`src/rtl/core/dckf_pkg.sv`:
```
// Package for the day clock keyframe interpolator: types, constants, keyframe ROM.
// No dependencies.
`default_nettype none
package dckf_pkg;

  localparam int unsigned KeyframeCountDef = 9;
  localparam int unsigned RomDepth = 16;
  localparam int unsigned HourW = 21;
  localparam logic [HourW-1:0] DayQ16 = 21'd1572864;
  localparam int unsigned NumVal = 8;

  // Operation codes
  localparam logic [1:0] OpAdvance = 2'd0;
  localparam logic [1:0] OpSet     = 2'd1;
  localparam logic [1:0] OpSkip    = 2'd2;

  // Register indexes
  localparam logic [0:0] RegSph    = 1'd0;
  localparam logic [0:0] RegPaused = 1'd1;

  typedef enum logic [2:0] {
    StIdle,
    StDiv,
    StFind,
    StLerp,
    StDone
  } state_e;

  // Controller -> datapath commands
  typedef struct packed {
    logic load;      // latch the item
    logic div_step;  // one restoring divide step
    logic apply;     // update clock from the item
    logic find_step; // test one segment
    logic lerp_mul;  // multiply for the current value
    logic lerp_div;  // one divide step of the rounding quotient
    logic lerp_done; // store the current value
    logic out_load;  // capture the result
  } dp_cmd_t;

  // Datapath -> controller status
  typedef struct packed {
    logic div_last;
    logic find_hit;
    logic find_last;
    logic lerp_last_step;
    logic lerp_last_val;
    logic want_lerp;
  } dp_sts_t;

  // Keyframe ROM: hour, angle, amb rgb, sun rgb, intensity
  function automatic logic [HourW-1:0] key_hour(input logic [3:0] i);
    case (i)
      4'd0: return 21'd0;
      4'd1: return 21'd327680;
      4'd2: return 21'd458752;
      4'd3: return 21'd655360;
      4'd4: return 21'd786432;
      4'd5: return 21'd983040;
      4'd6: return 21'd1179648;
      4'd7: return 21'd1310720;
      4'd8: return 21'd1572864;
      default: return '0;
    endcase
  endfunction

  function automatic logic [14:0] key_val(input logic [3:0] i, input logic [2:0] k);
    logic [14:0] r [0:7];
    case (i)
      4'd0: r = '{15'd11520, 15'd82, 15'd82, 15'd205, 15'd819, 15'd819, 15'd1638, 15'd205};
      4'd1: r = '{15'd8640, 15'd205, 15'd164, 15'd328, 15'd1229, 15'd819, 15'd1229, 15'd410};
      4'd2: r = '{15'd5760, 15'd614, 15'd492, 15'd410, 15'd4096, 15'd2458, 15'd1638,
                  15'd1638};
      4'd3: r = '{15'd2880, 15'd614, 15'd614, 15'd614, 15'd4096, 15'd3891, 15'd3686,
                  15'd2867};
      4'd4: r = '{15'd0, 15'd819, 15'd819, 15'd819, 15'd4096, 15'd4096, 15'd3891, 15'd3277};
      4'd5: r = '{15'd20160, 15'd737, 15'd696, 15'd614, 15'd4096, 15'd3891, 15'd3482,
                  15'd2867};
      4'd6: r = '{15'd17280, 15'd614, 15'd410, 15'd328, 15'd4096, 15'd2048, 15'd1229,
                  15'd2048};
      4'd7: r = '{15'd14400, 15'd328, 15'd246, 15'd410, 15'd1638, 15'd1229, 15'd2048,
                  15'd819};
      4'd8: r = '{15'd11520, 15'd82, 15'd82, 15'd205, 15'd819, 15'd819, 15'd1638, 15'd410};
      default: r = '{default: 15'd0};
    endcase
    return r[k];
  endfunction

endpackage
`default_nettype wire

```
`src/rtl/core/dckf_ctrl.sv`:
```
// Controller FSM: sequences divide, clock update, search and interpolation.
// Depends on dckf_pkg.
`default_nettype none
module dckf_ctrl (
  input  wire logic              clk_i,
  input  wire logic              rst_ni,
  input  wire logic              in_valid_i,
  output logic                   in_ready_o,
  output logic                   out_valid_o,
  input  wire logic              out_ready_i,
  input  wire dckf_pkg::dp_sts_t sts_i,
  output dckf_pkg::dp_cmd_t      cmd_o
);
  import dckf_pkg::*;

  state_e state_q, state_d;
  logic   ov_q, ov_d;
  logic   mul_q, mul_d; // lerp phase: 1 = multiply pending

  // next state
  always_comb begin
    state_d = state_q;
    mul_d   = mul_q;
    case (state_q)
      StIdle: if (in_valid_i) state_d = StDiv;
      StDiv: if (sts_i.div_last) state_d = StFind;
      StFind: begin
        if (!sts_i.want_lerp) state_d = StDone;
        else if (sts_i.find_hit || sts_i.find_last) begin
          state_d = StLerp;
          mul_d = 1'b1;
        end
      end
      StLerp: begin
        if (mul_q) mul_d = 1'b0;
        else if (sts_i.lerp_last_step) begin
          mul_d = 1'b1;
          if (sts_i.lerp_last_val) state_d = StDone;
        end
      end
      StDone: if (!ov_q || out_ready_i) state_d = StIdle;
      default: state_d = StIdle;
    endcase
  end

  // outputs
  always_comb begin
    cmd_o = '0;
    in_ready_o = (state_q == StIdle);
    case (state_q)
      StIdle: cmd_o.load = in_valid_i;
      StDiv: begin
        cmd_o.div_step = 1'b1;
        cmd_o.apply = sts_i.div_last;
      end
      StFind: cmd_o.find_step = 1'b1;
      StLerp: begin
        cmd_o.lerp_mul  = mul_q;
        cmd_o.lerp_div  = !mul_q;
        cmd_o.lerp_done = !mul_q && sts_i.lerp_last_step;
      end
      StDone: cmd_o.out_load = !ov_q || out_ready_i;
      default: cmd_o = '0;
    endcase
    ov_d = ov_q;
    if (out_ready_i) ov_d = 1'b0;
    if (cmd_o.out_load) ov_d = 1'b1;
  end

  always_ff @(posedge clk_i or negedge rst_ni) begin
    if (!rst_ni) begin
      state_q <= StIdle;
      ov_q    <= 1'b0;
      mul_q   <= 1'b0;
    end else begin
      state_q <= state_d;
      ov_q    <= ov_d;
      mul_q   <= mul_d;
    end
  end

  assign out_valid_o = ov_q;
endmodule
`default_nettype wire

```
`config.mk`:
```
export PLATFORM = sky130hd
export DESIGN_NAME = dckf_ctrl
export DESIGN_NICKNAME = d
export VERILOG_FILES = /design/src/rtl/core/dckf_pkg.sv /design/src/rtl/core/dckf_ctrl.sv
export SDC_FILE = /design/constraint.sdc
export NUM_CORES = 1
export LEC_CHECK = 0
export ABC_AREA = 1
export BUFFER_PORTS_ARGS = -buffer_cell sky130_fd_sc_hd__buf_2
export CAP_MARGIN = 20
export CORE_MARGIN = 2
export CORE_UTILIZATION = 25
export CTS_CLUSTER_DIAMETER = 60
export DETAILED_ROUTE_END_ITERATION = 12
export GPL_ROUTABILITY_DRIVEN = 0
export PLACE_DENSITY_LB_ADDON = 0.15
export SYNTH_ARGS = -nofsm -noshare
export SYNTH_HDL_FRONTEND = slang
export SYNTH_SLANG_ARGS = --single-unit
```
`constraint.sdc`:
```
create_clock -name clk_i -period 3.33 [get_ports clk_i]
set_clock_uncertainty 0.1 [all_clocks]
set_input_delay 0.333 -clock clk_i [delete_from_list [all_inputs] [get_ports clk_i]]
set_output_delay 0.333 -clock clk_i [all_outputs]
set_load 0.03 [all_outputs]
```
==> results_dict.tcl, run 1 <==
set metrics [dict create \
    final_cell_count_no_fill 111 \
    root_buffer "clkbuf_4" \
    worstSetupPathType "reg -> out" \
    post-dp-hpwl_um 890.5 \
    period_share 0.5168 \
    max-vdd-ir-drop_v 0.0003771 \
    viasPerCell 4.315 \
    ys_seq_elements 5 \
    synthToLayoutAreaGrowth_pct 33.72 \
    crit_start "state_q[0]" \
    syn_nets 81 \
    timing.rr.start "state_q[0]" \
    rsz0062_at_grt "no" \
    dieArea_um2 2086 \
    post-route-drc-count 0 \
    layout-drive-gt1-share 0.3617 \
    drt-wirelength-per-cell_um 8.973 \
    postCtsSetupRepairBufs 0 \
    synth_area_um2 434.2 \
    startpoint_type "flop" \
    p_sw_uw 304.1 \
    hold_class "in -> reg" \
    timing.fmax_mhz 581.1 \
    fin_crit_ps 1721 \
    cp_slowest_cell "dfrtp_1" \
    setup_viol_count_final 0 \
    seqPwrFrac 0.228 \
    dp_cells 106 \
    die_y_um 45.68 \
    num_antenna_cells 0 \
    grt_pass1_vias 380 \
    synth-seq-area-share 0.2882 \
    cts_resized 0 \
    powerDensity_nw_per_um2 948.5 \
    crit_chain "nor2_2, nand2_1, nor2_1, buf_2" \
    slew_viol_final 0 \
    grt_overflow_total 0 \
    p_int_uw 246.5 \
    clkPwrFrac 0.126 \
    cp.required_ps 2900 \
    hold_viol 0 \
    power_uw 550.7 \
    crit_family "flip-flops" \
    syn_avg_cell_area_um2 6.115 \
    hold_start "out_ready_i" \
    grt_use_total 0.1051 \
    path_max_fanout 7 \
    cts_tree "built" \
    ant_nets 0 \
    start_util 0.2599 \
    layout_common_cells "20 x nand2_1, 19 x buf_2, 14 x nor2_1" \
    synth_warnings 0 \
    drtIter0Drc 18 \
    final_common_cell "nand2_1" \
    cp_slowest_stage_delay_ps 460 \
    portBuffers 19 \
    synthCells 71 \
    maxSlewHeadroom 0.8315 \
    post-route-util 0.3476 \
    yosysUniqueCellTypes 13 \
    ios 20 \
    clk-insertion-delay-late_ps 240 \
    comb_power_share 0.646 \
    max_slew.worst_pin.slew_ps 252.7 \
    num-nets-final 105 \
    clkTransAtPathRegs_ps 50 \
    worst_setup_path_end_kind "primary output" \
    p_leak_nw 0.3715 \
    core_um2 1670 \
    setup_tns_ps 0 \
    num-fill-cells 193 \
    crit_buf_inv 1 \
    cp.arrival_ps 1290 \
    grt_pass1_wl_um 1483 \
    status "finished, final reports clean" \
    antenna_found_initial 0 \
    p_sw_frac 0.5523 \
    fp-row-count 15 \
    grt_start_max_net_pins 8 \
    drt_pass1_iterations 4 \
    die_w_um 45.68 \
    vias 479 \
    clock_path_buffers 2 \
    ctsHoldBuffers 1 \
    cap_viol_max_count 0 \
    h-tree-depth 1 \
    cts_buffers 3 \
    cts.sinks 5 \
    wl_um 996 \
]
worst paths after layout:
| check | end | slack [ps] | cells after the start |
|---|---|---|---|
| worst max-delay path | cmd_o[0] | 1610 | 4 |
| max in group asynchronous | mul_q | 2670 | 2 |
| worst min-delay path | out_valid_o | 280 | 4 |
| min in group asynchronous | out_valid_o | 330 | 2 |
| worst min register to register | out_valid_o | 430 | 2 |
| worst max register to register | state_q[0] | 2020 | 7 |
cell type report:
type | count | area (um2) | share of cell area
clock buffers | 3 | 22.52 | 0.03879
clock inverters | 1 | 5.005 | 0.008621
inverters | 12 | 45.04 | 0.07759
multi-input cells | 53 | 256.5 | 0.4418
flip-flops and latches | 5 | 125.1 | 0.2155
well taps | 17 | 21.27 | 0.03664
repair buffers | 20 | 105.1 | 0.1810
kinds of logic after synthesis:
kind of cell	Yosys count	share of synthesized area
AOI/OAI and AO/OA	1	0.01730
buffers and inverters	13	0.1210
DFF	5	0.2882
and+or+nand+nor	52	0.5735
state kept, by name, indices dropped and copies added (netlist names):
| name | flops |
|---|---|
| state_q | 3 |
| out_valid_o | 1 |
| mul_q | 1 |
worst min-delay path, stage by stage:
cell and delay, ps:
buf_2 90, inv_1 30, nand2_1 70, nand2_1 60
power groups by stage:
stage,logic [mW],clock network [mW],registers [mW]
floorplan,0.271,0,0.132
global placement,0.363,0,0.125
detailed placement,0.361,0,0.127
CTS,0.363,0.0735,0.126
global route,0.399,0.0778,0.131
finish,0.356,0.0694,0.125
through the flow:
stage                     cell area (um2)  hold slack [ps]  worst slack [ps]
after CTS                           580.6            266.1              1593
after global routing                580.6            275.7              1485
after detailed placement            543.0            54.24              1861
after floorplan                     434.2           -62.59              1811
after global placement              543.0            51.90              1877
final                               580.6            279.3              1609
synth_stat cells:
cell,instances,area share
nor2_1,14,0.12
nor2_4,1,0.026
nor3_1,1,0.012
inv_1,11,0.095
nand2_1,20,0.17
nand3b_1,1,0.017
buf_4,1,0.017
nand3_1,6,0.069
inv_2,1,0.0086
o21a_1,1,0.017
nand3_2,3,0.069
dfrtp_1,5,0.29
nor2_2,6,0.086
layer usage:
| metal | track usage | vias to the layer above | part of all wire |
|---|---|---|---|
| li1 | - | 260 | - |
| met1 | 0.1205 | 208 | 0.47 |
| met2 | 0.1718 | 11 | 0.49 |
| met3 | 0.07143 | 0 | 0.043 |
| met4 | 0 | 0 | 0 |
| met5 | 0 | - | 0 |
Note: power is estimated with default switching activity, not from simulation.
==> inputs of run 2 (changes only) <==
==> constraint.sdc (replaced) <==
create_clock -name clk_i -period 1.7 [get_ports clk_i]
set_clock_uncertainty 0.1 [all_clocks]
set_input_delay 0.17 -clock clk_i [delete_from_list [all_inputs] [get_ports clk_i]]
set_output_delay 0.17 -clock clk_i [all_outputs]
set_load 0.03 [all_outputs]
==> run 2 against run 1 <==
Compared with the run above: routed wire length is 4.5% lower; core utilization stayed put; via count is 0.63% higher; first-iteration DRC count is 50% lower; combinational power is 95% higher; critical path depth stayed put.
==> results_dict.tcl, run 2 (synthesis results as in run 1) <==
set metrics [dict create \
    grt_pass1_vias 378 \
    clock_path_buffers 2 \
    grt_overflow_total 0 \
    h-tree-depth 1 \
    drt_pass1_iterations 4 \
    num-nets-final 105 \
    setup_ws_ps 132.6 \
    dieArea_um2 2086 \
    crit_family "flip-flops" \
    startpoint_type "flop" \
    vias 482 \
    max-vdd-ir-drop_v 0.0007742 \
    seqPwrFrac 0.230 \
    cts_resized 0 \
    p_leak_nw 0.3715 \
    powerDensity_nw_per_um2 1856 \
    cts.sinks 5 \
    die_w_um 45.68 \
    regMostFlops "state_q" \
    num-fill-cells 201 \
    fp-row-count 15 \
    comb_power_share 0.644 \
    timing.fmax_mhz 638.0 \
    grt_use_total 0.1019 \
    fin_crit_ps 1567 \
    ant_nets 0 \
    largest_register_ff_count 3 \
    maxSlewHeadroom 0.8341 \
    drtIter0Drc 9 \
    viasPerCell 4.342 \
    worstSetupPathType "reg -> out" \
    wl_um 951 \
    final_common_cell "nand2_1" \
    post-dp-hpwl_um 860 \
    clkPwrFrac 0.126 \
    clkTransAtPathRegs_ps 50 \
    hold_viol 0 \
    clk-insertion-delay-late_ps 240 \
    root_buffer "clkbuf_4" \
    setup_viol_count_final 0 \
    ios 20 \
    cap_viol_max_count 0 \
    p_int_uw 482.7 \
    synthToLayoutAreaGrowth_pct 33.72 \
    drt-wirelength-per-cell_um 8.568 \
    num_antenna_cells 0 \
    post-route-drc-count 0 \
    crit_chain "nor2_2, nand2_1, nor2_1, buf_2" \
    dp_worst_setup_slack_ps 387.7 \
    max_slew.worst_pin.slew_ps 248.9 \
    layout_common_cells "20 x nand2_1, 19 x buf_2, 14 x nor2_1" \
    start_util 0.2599 \
    grt_pass1_wl_um 1497 \
    p_sw_frac 0.5520 \
    final_cell_count_no_fill 111 \
    hold_class "in -> reg" \
    post-route-util 0.3476 \
    cp.arrival_ps 1300 \
    status "finished, final reports clean" \
    cp_slowest_cell "dfrtp_1" \
    die_y_um 45.68 \
    layout-drive-gt1-share 0.3617 \
    cp.required_ps 1430 \
    p_sw_uw 594.8 \
    core_um2 1670 \
    worst_setup_path_end_kind "primary output" \
    slew_viol_final 0 \
    cts_tree "built" \
    antenna_found_initial 0 \
    path_max_fanout 6 \
    cts_buffers 3 \
    setup_tns_ps 0 \
    grt_start_max_net_pins 8 \
    power_mw 1.078 \
    crit_buf_inv 1 \
    cp_slowest_stage_delay_ps 440 \
    period_share 0.9220 \
    rsz0062_at_grt "no" \
    portBuffers 19 \
    dp_cells 106 \
]
## run 2: timing repair
action | 4_1_cts | 5_1_grt
setup endpoints to repair | 0 | 0
hold endpoints to repair | 5 | 0
hold buffers | 1 | 0
setup buffers | 0 | 0
## run 2: power groups by stage
stage	Clock [mW]	Sequential [mW]	Combinational, mW
global route	0.154	0.257	0.779
floorplan	0	0.258	0.530
CTS	0.144	0.248	0.704
detailed placement	0	0.250	0.700
global placement	0	0.247	0.706
finish	0.136	0.248	0.694
## run 2: worst min-delay path, stage by stage
cell,delay [ps]
buf_2,80
inv_1,30
nand2_1,60
nand2_1,60
## run 2: final timing paths
path	start	end	slack (ps)	cells past startpoint
hold reg to reg	out_valid_o	out_valid_o	430	2
max in group asynchronous	rst_ni	mul_q	1200	2
hold / removal	out_ready_i	out_valid_o	110	4
setup / recovery	state_q[1]	cmd_o[7]	130	4
setup reg to reg	state_q[2]	state_q[2]	410	6
min in group asynchronous	rst_ni	out_valid_o	170	2
## run 2: layout make-up
| cell class | count | area (um2) | share of cell area |
|---|---|---|---|
| inverter | 12 | 45.04 | 0.07759 |
| clock buffer | 3 | 22.52 | 0.03879 |
| sequential | 5 | 125.1 | 0.2155 |
| timing repair buffer | 20 | 105.1 | 0.1810 |
| clock inverter | 1 | 5.005 | 0.008621 |
| tap | 17 | 21.27 | 0.03664 |
| multi-input combinational | 53 | 256.5 | 0.4418 |
## run 2: metal layers
layer  GRT usage  routed length (um)
met4           0                   0
met2      0.1690                 474
met1      0.1181                 417
met3     0.06349                  59
met5           0                   0
## run 2: stage by stage
stage | area [um2] | hold WS, ps
2_1_floorplan | 434.2 | -225.6
4_1_cts | 580.6 | 100.9
3_5_place_dp | 543.0 | -109.0
5_1_grt | 580.6 | 123.2
6_report | 580.6 | 109.5
3_3_place_gp | 543.0 | -108.4
==> inputs of run 3 (changes only) <==
--- a/config.mk
+++ b/config.mk
@@ -8,10 +8,10 @@
 export ABC_AREA = 1
 export BUFFER_PORTS_ARGS = -buffer_cell sky130_fd_sc_hd__buf_2
 export CAP_MARGIN = 20
-export CORE_MARGIN = 2
-export CORE_UTILIZATION = 25
+export CORE_AREA = 2 2 39 41
 export CTS_CLUSTER_DIAMETER = 60
 export DETAILED_ROUTE_END_ITERATION = 12
+export DIE_AREA = 0 0 41 43
 export GPL_ROUTABILITY_DRIVEN = 0
 export PLACE_DENSITY_LB_ADDON = 0.15
 export SYNTH_ARGS = -nofsm -noshare
==> run 3 against run 2 <==
Compared with the run above: sequential power up 3%; worst hold slack better by 6.0 ps; routed wire length up 7.0%; global-route usage up 3.8 points; die area down 15%; count of clock-buffer cells in the layout up 1; worst setup slack worse by 9.4 ps; core utilization up 7.0 points; largest cell class unchanged.
==> results_dict.tcl, run 3 (synthesis results as in run 1) <==
set metrics [dict create \
    ant_nets 0 \
    layout-drive-gt1-share 0.3511 \
    die_y_um 43 \
    setup_tns_ps 0 \
    cts_buffers 3 \
    reg2reg_depth 7 \
    setup_viol_count_final 0 \
    grt_use_total 0.1394 \
    timing.rr.end "state_q[0]" \
    postCtsSetupRepairBufs 0 \
    slew_viol_final 0 \
    dp_cells 105 \
    crit_start "state_q[0]" \
    regMostFlops "state_q" \
    num_antenna_cells 0 \
    p_leak_nw 0.3687 \
    max_slew.worst_pin.slew_ps 290.9 \
    hold_depth 4 \
    hold_viol 0 \
    worstSetupPathType "reg -> out" \
    ios 20 \
    fin_crit_ps 1577 \
    post-route-drc-count 0 \
    timing.fmax_mhz 634.2 \
    cp.required_ps 1430 \
    period_share 0.9276 \
    fp-row-count 14 \
    path_max_fanout 7 \
    portBuffers 19 \
    drtIter0Drc 11 \
    viasPerCell 4.291 \
    grt_pass1_vias 427 \
    largest_register_ff_count 3 \
    antenna_found_initial 0 \
    vias 472 \
    max-vdd-ir-drop_v 0.0007396 \
    dieArea_um2 1763 \
    worst_setup_path_end_kind "primary output" \
    cts.sinks 5 \
    cts_tree "built" \
    ctsHoldBuffers 1 \
    clock_path_buffers 2 \
    grt_start_max_net_pins 8 \
    num-nets-final 105 \
    status "finished, final reports clean" \
    timing.rr.start "state_q[0]" \
    rsz0062_at_grt "no" \
    post-route-util 0.4177 \
    powerDensity_nw_per_um2 1878 \
    cap_viol_max_count 0 \
    final_cell_count_no_fill 110 \
    start_util 0.3137 \
    core_um2 1384 \
    maxSlewHeadroom 0.8061 \
    clkTransAtPathRegs_ps 40 \
    cts_resized 0 \
    grt_pass1_wl_um 1656 \
    die_w_um 41 \
    hold_start "out_ready_i" \
    startpoint_type "flop" \
    final_common_cell "nand2_1" \
    grt_overflow_total 0 \
    cp.arrival_ps 1310 \
    h-tree-depth 1 \
    drt_pass1_iterations 4 \
    wl_um 1018 \
    clk-insertion-delay-late_ps 230 \
    drt-wirelength-per-cell_um 9.255 \
    layout_common_cells "20 x nand2_1, 19 x buf_2, 14 x nor2_1" \
    whs_endpoint "out_valid_o" \
    root_buffer "clkbuf_4" \
    hold_class "in -> reg" \
    post-dp-hpwl_um 857.2 \
    synthToLayoutAreaGrowth_pct 33.14 \
    rrSetupSlack_ps 370 \
]
## run 3: worst max path at each step
stage,endpoint,slack (ps),cells after the start
final,cmd_o[7],120,4
after global routing,cmd_o[7],50,4
after CTS,cmd_o[7],110,4
after detailed placement,state_q[0],370,7
after global placement,state_q[0],370,7
after floorplan,cmd_o[7],340,3
## run 3: area by class of cell
| class | instances | area, um2 |
|---|---|---|
| sequential | 5 | 125.1 |
| fill | 165 | 805.8 |
| tap | 16 | 20.02 |
| multi-input combinational | 53 | 256.5 |
| timing repair buffer | 20 | 105.1 |
| clock buffer | 4 | 26.28 |
| inverter | 12 | 45.04 |
## run 3: critical path, cell delays in order, from the launching register on
cell,delay (ps)
dfrtp_1,470
nor2_2,190
nand2_1,120
nor2_1,90
buf_2,200
## run 3: report_power, final
group	switching (mW)	internal, mW	total, mW
logic	0.477	0.222	0.698
clock network	0.0439	0.0884	0.132
registers	0.0792	0.176	0.255
total	0.600	0.486	1.09
## run 3: routing by layer
metal  vias up  track usage  wire length [um]
met1       200       0.1705               463
met4         0      0.08000                 0
met5         -            0                 0
li1        257            -                 -
met2        15       0.2219               492
met3         0      0.01571                62
## run 3: stage by stage
step | cell area, um2 | hold WS (ps) | setup slack [ps] | power (mW)
5_1_grt | 578.1 | 147.0 | 46.39 | 1.193
3_5_place_dp | 541.8 | -109.5 | 367.0 | 0.9600
4_1_cts | 578.1 | 118.4 | 112.4 | 1.103
2_1_floorplan | 434.2 | -225.6 | 344.2 | 0.7877
3_3_place_gp | 541.8 | -109.5 | 373.3 | 0.9549
6_report | 578.1 | 115.6 | 123.1 | 1.085
